### src/hdl/lru_key_value_cache_top_assert.svh
// Assertion macros shared by the cache RTL.
// No dependencies; included by the files that carry assertions.
`ifndef LRU_KEY_VALUE_CACHE_TOP_ASSERT_SVH
`define LRU_KEY_VALUE_CACHE_TOP_ASSERT_SVH

// Property that must hold at every edge out of reset.
`define LKVC_ASSERT_NOW(lbl, clk, rst_n, prop, msg) \
    lbl: assert property (@(posedge clk) disable iff (!rst_n) (prop)) else $error(msg);

// Same-cycle implication.
`define LKVC_ASSERT_IMPLY(lbl, clk, rst_n, ante, cons, msg) \
    lbl: assert property (@(posedge clk) disable iff (!rst_n) (ante) |-> (cons)) else $error(msg);

// Next-cycle implication.
`define LKVC_ASSERT_NEXT(lbl, clk, rst_n, ante, cons, msg) \
    lbl: assert property (@(posedge clk) disable iff (!rst_n) (ante) |=> (cons)) else $error(msg);

`endif

### src/hdl/lkvc_ram.sv
// Generic single-write, single-read RAM with registered read data.
// No dependencies.
module lkvc_ram #(
    parameter int WIDTH = 8,
    parameter int DEPTH = 16
) (
    input  logic                     i_clk,
    input  logic                     i_we,
    input  logic [$clog2(DEPTH)-1:0] i_waddr,
    input  logic [WIDTH-1:0]         i_wdata,
    input  logic [$clog2(DEPTH)-1:0] i_raddr,
    output logic [WIDTH-1:0]         o_rdata
);

    logic [WIDTH-1:0] r_mem [DEPTH];

    always_ff @(posedge i_clk) begin
        if (i_we) begin
            r_mem[i_waddr] <= i_wdata;
        end
        o_rdata <= r_mem[i_raddr];
    end

endmodule

### config.mk
export PLATFORM = sky130hd
export DESIGN_NAME = lkvc_ram
export DESIGN_NICKNAME = d
export VERILOG_FILES = /design/src/hdl/lru_key_value_cache_top_assert.svh /design/src/hdl/lkvc_ram.sv
export SDC_FILE = /design/constraint.sdc
export NUM_CORES = 1
export LEC_CHECK = 0
export BUFFER_PORTS_ARGS = -buffer_cell sky130_fd_sc_hd__buf_2
export CORE_UTILIZATION = 25
export DETAILED_ROUTE_END_ITERATION = 8
export MAX_ROUTING_LAYER = met4
export PLACE_DENSITY = 0.41
export RECOVER_POWER = 100
export SLEW_MARGIN = 5
export SYNTH_ARGS = -nofsm -noshare
export SYNTH_HDL_FRONTEND = slang
export SYNTH_SLANG_ARGS = --single-unit
### constraint.sdc
create_clock -name i_clk -period 1.7 [get_ports i_clk]
set_input_delay 0.085 -clock i_clk [delete_from_list [all_inputs] [get_ports i_clk]]
set_output_delay 0.085 -clock i_clk [all_outputs]
set_load 0.02 [all_outputs]
==> flow_summary.toml <==
[routing]
routed_via_density = 4.272
wl_per_cell_um = 19.74
dr.pass1.iters = 4
ant_nets = 0
drc_errors = 0
drtIter0Drc = 252
vias = 2431
wl_um = 11230

[status]
status = "completed"

[power]
p_comb_frac = 0.048
power.switching_w = 0.001541
p_clk_frac = 0.462
intPower_w = 0.006165
pwr_density_cell_nw_per_um2 = 1240
pwr-share-seq = 0.490
p_leak_nw = 1.978
peakVddDrop_uv = 702.8
netSwitchingFraction = 0.1999

[critical_path]
endpoint_kind = "flop"
cp_data_required_time_ps = 1740
crit_arrival_ps = 1430
critical_path.max_fanout = 8
worst_setup_path_start_kind = "input port"
critPathKind = "in -> reg"

[min_path]
min_path_type = "in -> reg"

[timing]
setup_viol = 0
fmax_ghz = 0.7211
post-route-period-util = 0.8158
setup_ws_ps = 313.2
rsz0062_at_grt = "false"
setup_tns_ps = 0
fin_crit_ps = 1387
slew_viol_final = 0
hold_viol_final = 0
max_slew_margin = 0.3980
skew_ps = 7.034
tightest_slew_ps = 901.2

[floorplanning]
core-area_um2 = 20230
num_rows = 52
start_util = 0.2544
io_pins = 26
die_x_um = 145.5
dieHeight_um = 145.5
dieArea_um2 = 21170

[global_route]
busiest_layer = "met2"
groute.layer.met3.usage = 0.03574
grt_antenna_before_repair = 1
grt_max_degree = 23
met2_usage = 0.1704
grtUsageMet1 = 0.1510
gr-usage-all-layers = 0.1174
grt_pass1_vias = 2594
grt_overflow_total = 0
grt_pass1_wl_um = 16690

[placement]
place_ws_ps = 193.8
dp_hpwl_um = 7177
gp_congestion = 0.7028
dp_cells = 536
port_buffers = 25

[synthesis]
yosys.area.top_type = "edfxtp_1"
yosysWarnings = 0
synth.net_count = 247
synth_cell_type_count = 19
synth_common_cells = "edfxtp_1 (128), mux4_2 (18), a22oi_1 (16), mux4_1 (14), nor2_1 (13)"
synth_area_um2 = 5147
ys_ff_latch = 136
yosysMostFrequentCell = "edfxtp_1"
syn_area_per_cell_um2 = 22.48
netlist_instances = 229
ys.flop_type = "edfxtp_1"
synth-edff-count = 128
seq_area_frac_synth = 0.7778
async_flop_share = 0
yosys.area.top_type_share = 0.7467
synth_area_leaders = "edfxtp_1 (75%), mux4_2 (7.9%), mux4_1 (7.1%), dfxtp_1 (3.1%), a22oi_1 (2.3%)"

[cts]
cts_root_buffer = "clkbuf_16"
cts_buffers = 17
cts_resized = 0
postCtsSetupBuffers = 0
cts_tree = "yes"
clockBufferDepth = 2
clk_pin_slew_ps = 60
clock-sinks = 136
clk-insertion-delay-late_ps = 420
cts.hold.buffers_added = 0
htreeDepth = 4

[finish]
nFillCells = 1943
drive_gt1_frac = 0.1879
syn_to_final_growth_pct = 20.73
layout.cells.non_filler = 569
nets = 303

[flow_run]
cap_viol_max_count = 0
critical path, cell delays in order:
cell,delay [ps]
clkbuf_1,100
or3b_2,510
nor3_1,150
clkbuf_1,580
final cells by class:
type	instances	area (µm²)	area share
flip-flops and latches	136	4004	0.6443
clock buffers	20	436.7	0.07026
well taps	270	337.8	0.05436
diodes	1	2.502	0.0004027
multi-input cells	83	1057	0.1701
clock inverters	12	132.6	0.02134
repair buffers	47	244.0	0.03926
routing by layer:
metal / vias up / share of wire
met5: - / 0
met4: 0 / 0.013
met3: 15 / 0.053
met2: 72 / 0.46
met1: 1254 / 0.48
li1: 1090 / -
per-stage QoR:
| stage | utilization | power [W] | instance area (µm²) | hold slack [ps] |
|---|---|---|---|---|
| global placement | 0.2830 | 0.004240 | 5727 | 487.1 |
| floorplan | - | 0.004052 | 5147 | 183.9 |
| CTS | 0.3112 | 0.007811 | 6296 | 34.66 |
| global route | 0.3071 | 0.007939 | 6215 | 220.3 |
| detailed placement | 0.2830 | 0.004240 | 5727 | 489.3 |
| finish | 0.3071 | 0.007706 | 6215 | 199.1 |
layout by cell type (no fill, tap or decap), drive strengths merged, types with 3 or more instances in the layout:
cell type,netlist,final
nand2,9,9
nor2,13,13
dfxtp,8,8
a22oi,16,16
bufinv,0,3
nor3,4,4
clkinv,0,8
edfxtp,128,128
buf,7,12
mux4,32,32
clkbuf,0,55
worst paths after layout:
| path | startpoint | to | slack (ps) | cells past startpoint |
|---|---|---|---|---|
| setup / recovery | i_waddr[2] | r_mem[0][1] | 310 | 4 |
| hold / removal | i_wdata[4] | r_mem[3][4] | 200 | 1 |
| setup reg to reg | r_mem[2][4] | o_rdata[4] | 340 | 3 |
| hold reg to reg | r_mem[15][7] | o_rdata[7] | 670 | 3 |
power groups by stage:
stage / Combinational (W) / Sequential [W] / Clock (W)
global route: 0.000402 / 0.00378 / 0.00375
floorplan: 0.000190 / 0.00386 / 0
finish: 0.000367 / 0.00378 / 0.00356
detailed placement: 0.000396 / 0.00384 / 0
global placement: 0.000396 / 0.00384 / 0
CTS: 0.000396 / 0.00378 / 0.00364
cell families (layout without fill, tap and decap cells):
logic type             Yosys count  in the layout  share of synthesized area
other                            0              1                          0
AOI/OAI and AO/OA               16             16                    0.02334
muxes                           32             32                     0.1502
and+or+nand+nor                 35             35                    0.03184
DFF                            136            136                     0.7778
buffers and inverters           10             79                    0.01677
flip-flops by register name, summed over array words and instances (netlist names):
signal and flops:
r_mem 128, o_rdata 8
(Power assumes the default switching activity.)
