$ cat src/hdl/lru_key_value_cache_top_assert.svh
// Assertion macros shared by the cache RTL.
// No dependencies; included by the files that carry assertions.
`ifndef LRU_KEY_VALUE_CACHE_TOP_ASSERT_SVH
`define LRU_KEY_VALUE_CACHE_TOP_ASSERT_SVH

// Property that must hold at every edge out of reset.
`define LKVC_ASSERT_NOW(lbl, clk, rst_n, prop, msg) \
    lbl: assert property (@(posedge clk) disable iff (!rst_n) (prop)) else $error(msg);

// Same-cycle implication.
`define LKVC_ASSERT_IMPLY(lbl, clk, rst_n, ante, cons, msg) \
    lbl: assert property (@(posedge clk) disable iff (!rst_n) (ante) |-> (cons)) else $error(msg);

// Next-cycle implication.
`define LKVC_ASSERT_NEXT(lbl, clk, rst_n, ante, cons, msg) \
    lbl: assert property (@(posedge clk) disable iff (!rst_n) (ante) |=> (cons)) else $error(msg);

`endif

$ cat src/hdl/lkvc_pkg.sv
// Shared types and constants for the LRU key-value cache.
// No dependencies.
package lkvc_pkg;

    localparam int KEY_W = 32;
    localparam int VAL_W = 32;
    localparam int CAP_W = 5;

    localparam logic [CAP_W-1:0] CAP_RESET = 5'd16;

    localparam logic CMD_SET = 1'b0;
    localparam logic CMD_GET = 1'b1;

    typedef enum logic [1:0] {
        UPD_NONE,
        UPD_TOUCH,
        UPD_INSERT
    } t_upd_mode;

    typedef struct packed {
        t_upd_mode mode;
        logic      is_set;
        logic      evicting;
    } t_row_ctl;

endpackage

$ cat src/hdl/lkvc_row_unit.sv
// Per-row compare and recency update, shared by the scan and update sweeps.
// Depends on lkvc_pkg.
module lkvc_row_unit import lkvc_pkg::*; #(
    parameter int AW = 4,
    parameter int CW = 5
) (
    input  t_row_ctl          i_ctl,
    input  logic              i_valid,
    input  logic [AW-1:0]     i_idx,
    input  logic [KEY_W-1:0]  i_key,
    input  logic [VAL_W-1:0]  i_value,
    input  logic [AW-1:0]     i_age,
    input  logic [KEY_W-1:0]  i_req_key,
    input  logic [VAL_W-1:0]  i_req_value,
    input  logic [AW-1:0]     i_fidx,
    input  logic [AW-1:0]     i_fage,
    input  logic [AW-1:0]     i_slot,
    input  logic [CW-1:0]     i_capm1,
    output logic              o_match,
    output logic              o_free,
    output logic              o_we,
    output logic              o_valid,
    output logic [KEY_W-1:0]  o_key,
    output logic [VAL_W-1:0]  o_value,
    output logic [AW-1:0]     o_age
);

    logic stale;

    assign o_match = i_valid && (i_key == i_req_key);
    assign stale   = i_valid && i_ctl.evicting && (CW'(i_age) >= i_capm1);
    assign o_free  = !i_valid || stale;

    always_comb begin
        o_we    = 1'b0;
        o_valid = i_valid;
        o_key   = i_key;
        o_value = i_value;
        o_age   = i_age;
        case (i_ctl.mode)
            UPD_TOUCH: begin
                o_we = i_valid;
                if (i_idx == i_fidx) begin
                    o_age = '0;
                    if (i_ctl.is_set) begin
                        o_value = i_req_value;
                    end
                end else if (i_age < i_fage) begin
                    o_age = i_age + AW'(1);
                end
            end
            UPD_INSERT: begin
                if (i_idx == i_slot) begin
                    o_we    = 1'b1;
                    o_valid = 1'b1;
                    o_key   = i_req_key;
                    o_value = i_req_value;
                    o_age   = '0;
                end else if (stale) begin
                    o_valid = 1'b0;
                end else if (i_valid) begin
                    o_we  = 1'b1;
                    o_age = i_age + AW'(1);
                end
            end
            default: begin
                o_we = 1'b0;
            end
        endcase
    end

endmodule

$ cat config.mk
export PLATFORM = sky130hd
export DESIGN_NAME = lkvc_row_unit
export DESIGN_NICKNAME = d
export VERILOG_FILES = /design/src/hdl/lru_key_value_cache_top_assert.svh /design/src/hdl/lkvc_pkg.sv /design/src/hdl/lkvc_row_unit.sv
export SDC_FILE = /design/constraint.sdc
export NUM_CORES = 1
export LEC_CHECK = 0
export ABC_AREA = 1
export BUFFER_PORTS_ARGS = -buffer_cell sky130_fd_sc_hd__buf_2
export CAP_MARGIN = 5
export CORE_MARGIN = 2
export CORE_UTILIZATION = 43
export DETAILED_ROUTE_END_ITERATION = 10
export PLACE_DENSITY = 0.9
export SLEW_MARGIN = 40
export SYNTH_ARGS = -nofsm -noshare
export SYNTH_HDL_FRONTEND = slang
export SYNTH_SLANG_ARGS = --single-unit
$ cat constraint.sdc
create_clock -name vclk -period 2.36
set_input_delay 0.472 -clock vclk [all_inputs]
set_output_delay 0.472 -clock vclk [all_outputs]
set_load 0.05 [all_outputs]
==> results by group <==
Layout
  – Clock buf count: 0
  – Nets: 1047
  – Final sequential cell count: 0
  – Multi-input gate area: 2730 um^2
  – Ant. Diodes: 0
  – Area grow syn2layout: 67.6%
  – Final instance area: 5150 um^2
  – Fillers: 559
  – Register area: 0 um^2
  – Layout cells sized above 1: 35.8%

Global route
  – Global-route track usage on met3: 2.99%
  – Vias in the first global route: 4001
  – First-pass GRT wire length: between 15000 and 20000 um
  – Pin count of the biggest net entering global routing: 39
  – Met2 global-route usage: 51.9%
  – Met1 Use GR: 29.6%
  – Gr busiest metal: met2
  – Initial antenna violation count: 0
  – Congestion Overflow GR: 0
  – GRT Total Usage: around a quarter

Route
  – DRT Pass-1 Iters: 7
  – # DRC: 0
  – Antenna-violating nets left: 0
  – Via count: 5029
  – Violation count after the first detailed-routing iteration: 254
  – Detailed-route vias per instance: 5.17
  – DR WL/cell: 13.9 um
  – Total Routed Length: between 10000 and 15000 um

STA
  – Post-route clock period utilization: 104%
  – Fin Hold WS: 1.31 ns
  – Slew @ Worst Pin: 0.313 ns
  – Finish-stage setup viols: 2
  – Slew Viols, Final: 0
  – Slew headroom: 78.9%
  – RSZ-0062 raised after global routing: true
  – Fin crit period: 2.46 ns
  – Peak Freq: 406 MHz
  – Count of final hold-check violations: 0
  – Final worst slack: -0.101 ns

Die
  – Initial Util: 44.8%
  – Row cnt: 30
  – I/O Pins: 230
  – Die ar.: around 8000 um^2
  – Core area: 6870 um^2
  – Die width: 88.6 um
  – Vert. Die Dim: 88.6 um

Hold path
  – Worst Hold Class: input port to primary output

Clock network
  – CTS Hold Bufs: 0

Pwr
  – Static Leak: ~3.2 nW
  – Power Density: 274 nW/um^2
  – Worst VDD drop: 0.187 mV

Worst setup path
  – Cell Chain, Critical Path: buf_2 > inv_2 > ha_4 > inv_1 > nand2_1 > nand3_1 > nand3_2 > buf_6 > nand3_1 > nand4_1 > nand2_1 > nand2_1 > nand2_1 > buf_6
  – Critical path endpoint category: primary output
  – Crit-path max cell delay: 0.21 ns
  – Crit Path Max Fanout: 3
  – Worst path required time: 1.89 ns
  – Worst Path Arrival: between 1.5 and 2 ns
  – CP delay by family, top: simple AND/OR/NAND/NOR gates
  – Cell mode on critical path: nand2_1
  – Critical Path Slowest Stage Cell: ha_4
  – Setup CP Type: input port to primary output
  – Crit path buffers/inverters: 5
  – Worst Setup Start Kind: input port

Status
  – Violated checks: negative setup slack
  – Outcome: complete, but fails checks

Synth
  – Post-synth top area share: 41.7%
  – Top post-synthesis cells by count: 342 x nand2_1, 81 x inv_1, 47 x nand3_1
  – Cell accounting for the most synthesized area: nand2_1
  – Instance count of the mapped netlist: 642
  – Yosys warning count: 0
  – Sequential-to-total area share from yosys stat: 0%
  – Area contributors post-synth: nand2_1 42%, mux2i_1 10%, inv_1 9.9%
  – Most common cell in the netlist: nand2_1
  – Yosys cell types: 33
  – Syn nets: ~800
  – Avg Cell Area, Syn: roughly 4.8 um^2
  – Mapped Area: 3080 um^2

Placed design
  – Post-DP Area: 4500 um^2
  – HPWL after detailed placement: 9450 um
  – Routability Congestion: 0.930
  – I/O Buffers: 230

Run
  – Max_cap viols: 0
path summary, 6_finish.rpt:
check | startpoint | endpoint | slack, ns | depth (start not counted)
max | i_age[0] | o_age[1] | -0.10 | 14
min | i_key[4] | o_key[4] | 1.31 | 4
per-layer routing:
| metal | vias to the layer above | wire (um) |
|---|---|---|
| met4 | 0 | 561 |
| met2 | 348 | 6990 |
| met3 | 59 | 1330 |
| met5 | - | 0 |
| met1 | 2167 | 4690 |
| li1 | 2455 | - |
layout by cell type (no fill, tap or decap), drive strengths merged:
master   Yosys  routed
a221oi       1       1
mux2i       31      31
nand2      345     345
buf         25     256
a21o         1       1
clkbuf       6      10
nor4         1       1
o211ai       1       1
nand3b       1       1
xnor2        6       6
or2          2       2
nand4        3       3
o21bai       1       1
nor2        18      18
inv         84      84
o2111ai      2       2
o22ai        6       6
a21oi        3       3
o21ai       32      32
a22o         1       1
xor2        14      14
nor3         1       1
ha          10      10
nand3       47      47
stage by stage:
stage / setup TNS (ns) / setup WS [ns] / instances / util (%) / total power, mW
floorplan: -5.75 / -0.330 / 642 / - / 0.794
global placement: -0.0576 / -0.0288 / 966 / 65.5 / 1.19
detailed placement: -0.258 / -0.0690 / 966 / 65.5 / 1.20
CTS: 0 / 0.00555 / 966 / 65.8 / 1.21
global route: -1.43 / -0.180 / 973 / 75.0 / 1.50
finish: -0.125 / -0.101 / 973 / 75.0 / 1.41
final cells by class:
class	count	share of cell area [%]
repair buffers	266	38.5
multi-input cells	527	52.9
well taps	96	2.33
inverters	84	6.22
repair_timing:
action	in CTS	in global routing
setup buffers	0	3
pin swaps	0	30
gates resized for setup	9	217
gates cloned	0	4
setup endpoints to repair	7	63
logic make-up (layout without fill, tap and decap cells):
group / Yosys count / in the layout / share of synthesized area (%)
compound gates: 48 / 48 / 8.91
fa+ha+maj: 10 / 10 / 4.07
mux: 31 / 31 / 10.1
simple gates: 418 / 418 / 54.4
buf+inv: 115 / 350 / 16.9
xor+xnor: 20 / 20 / 5.70
where the power goes:
part / switching, mW / total (mW) / internal [mW]
registers: 0 / 0 / 0
clock network: 0 / 0 / 0
logic: 0.884 / 1.41 / 0.529
total: 0.884 / 1.41 / 0.529
Power figures use the tool's default switching activity.
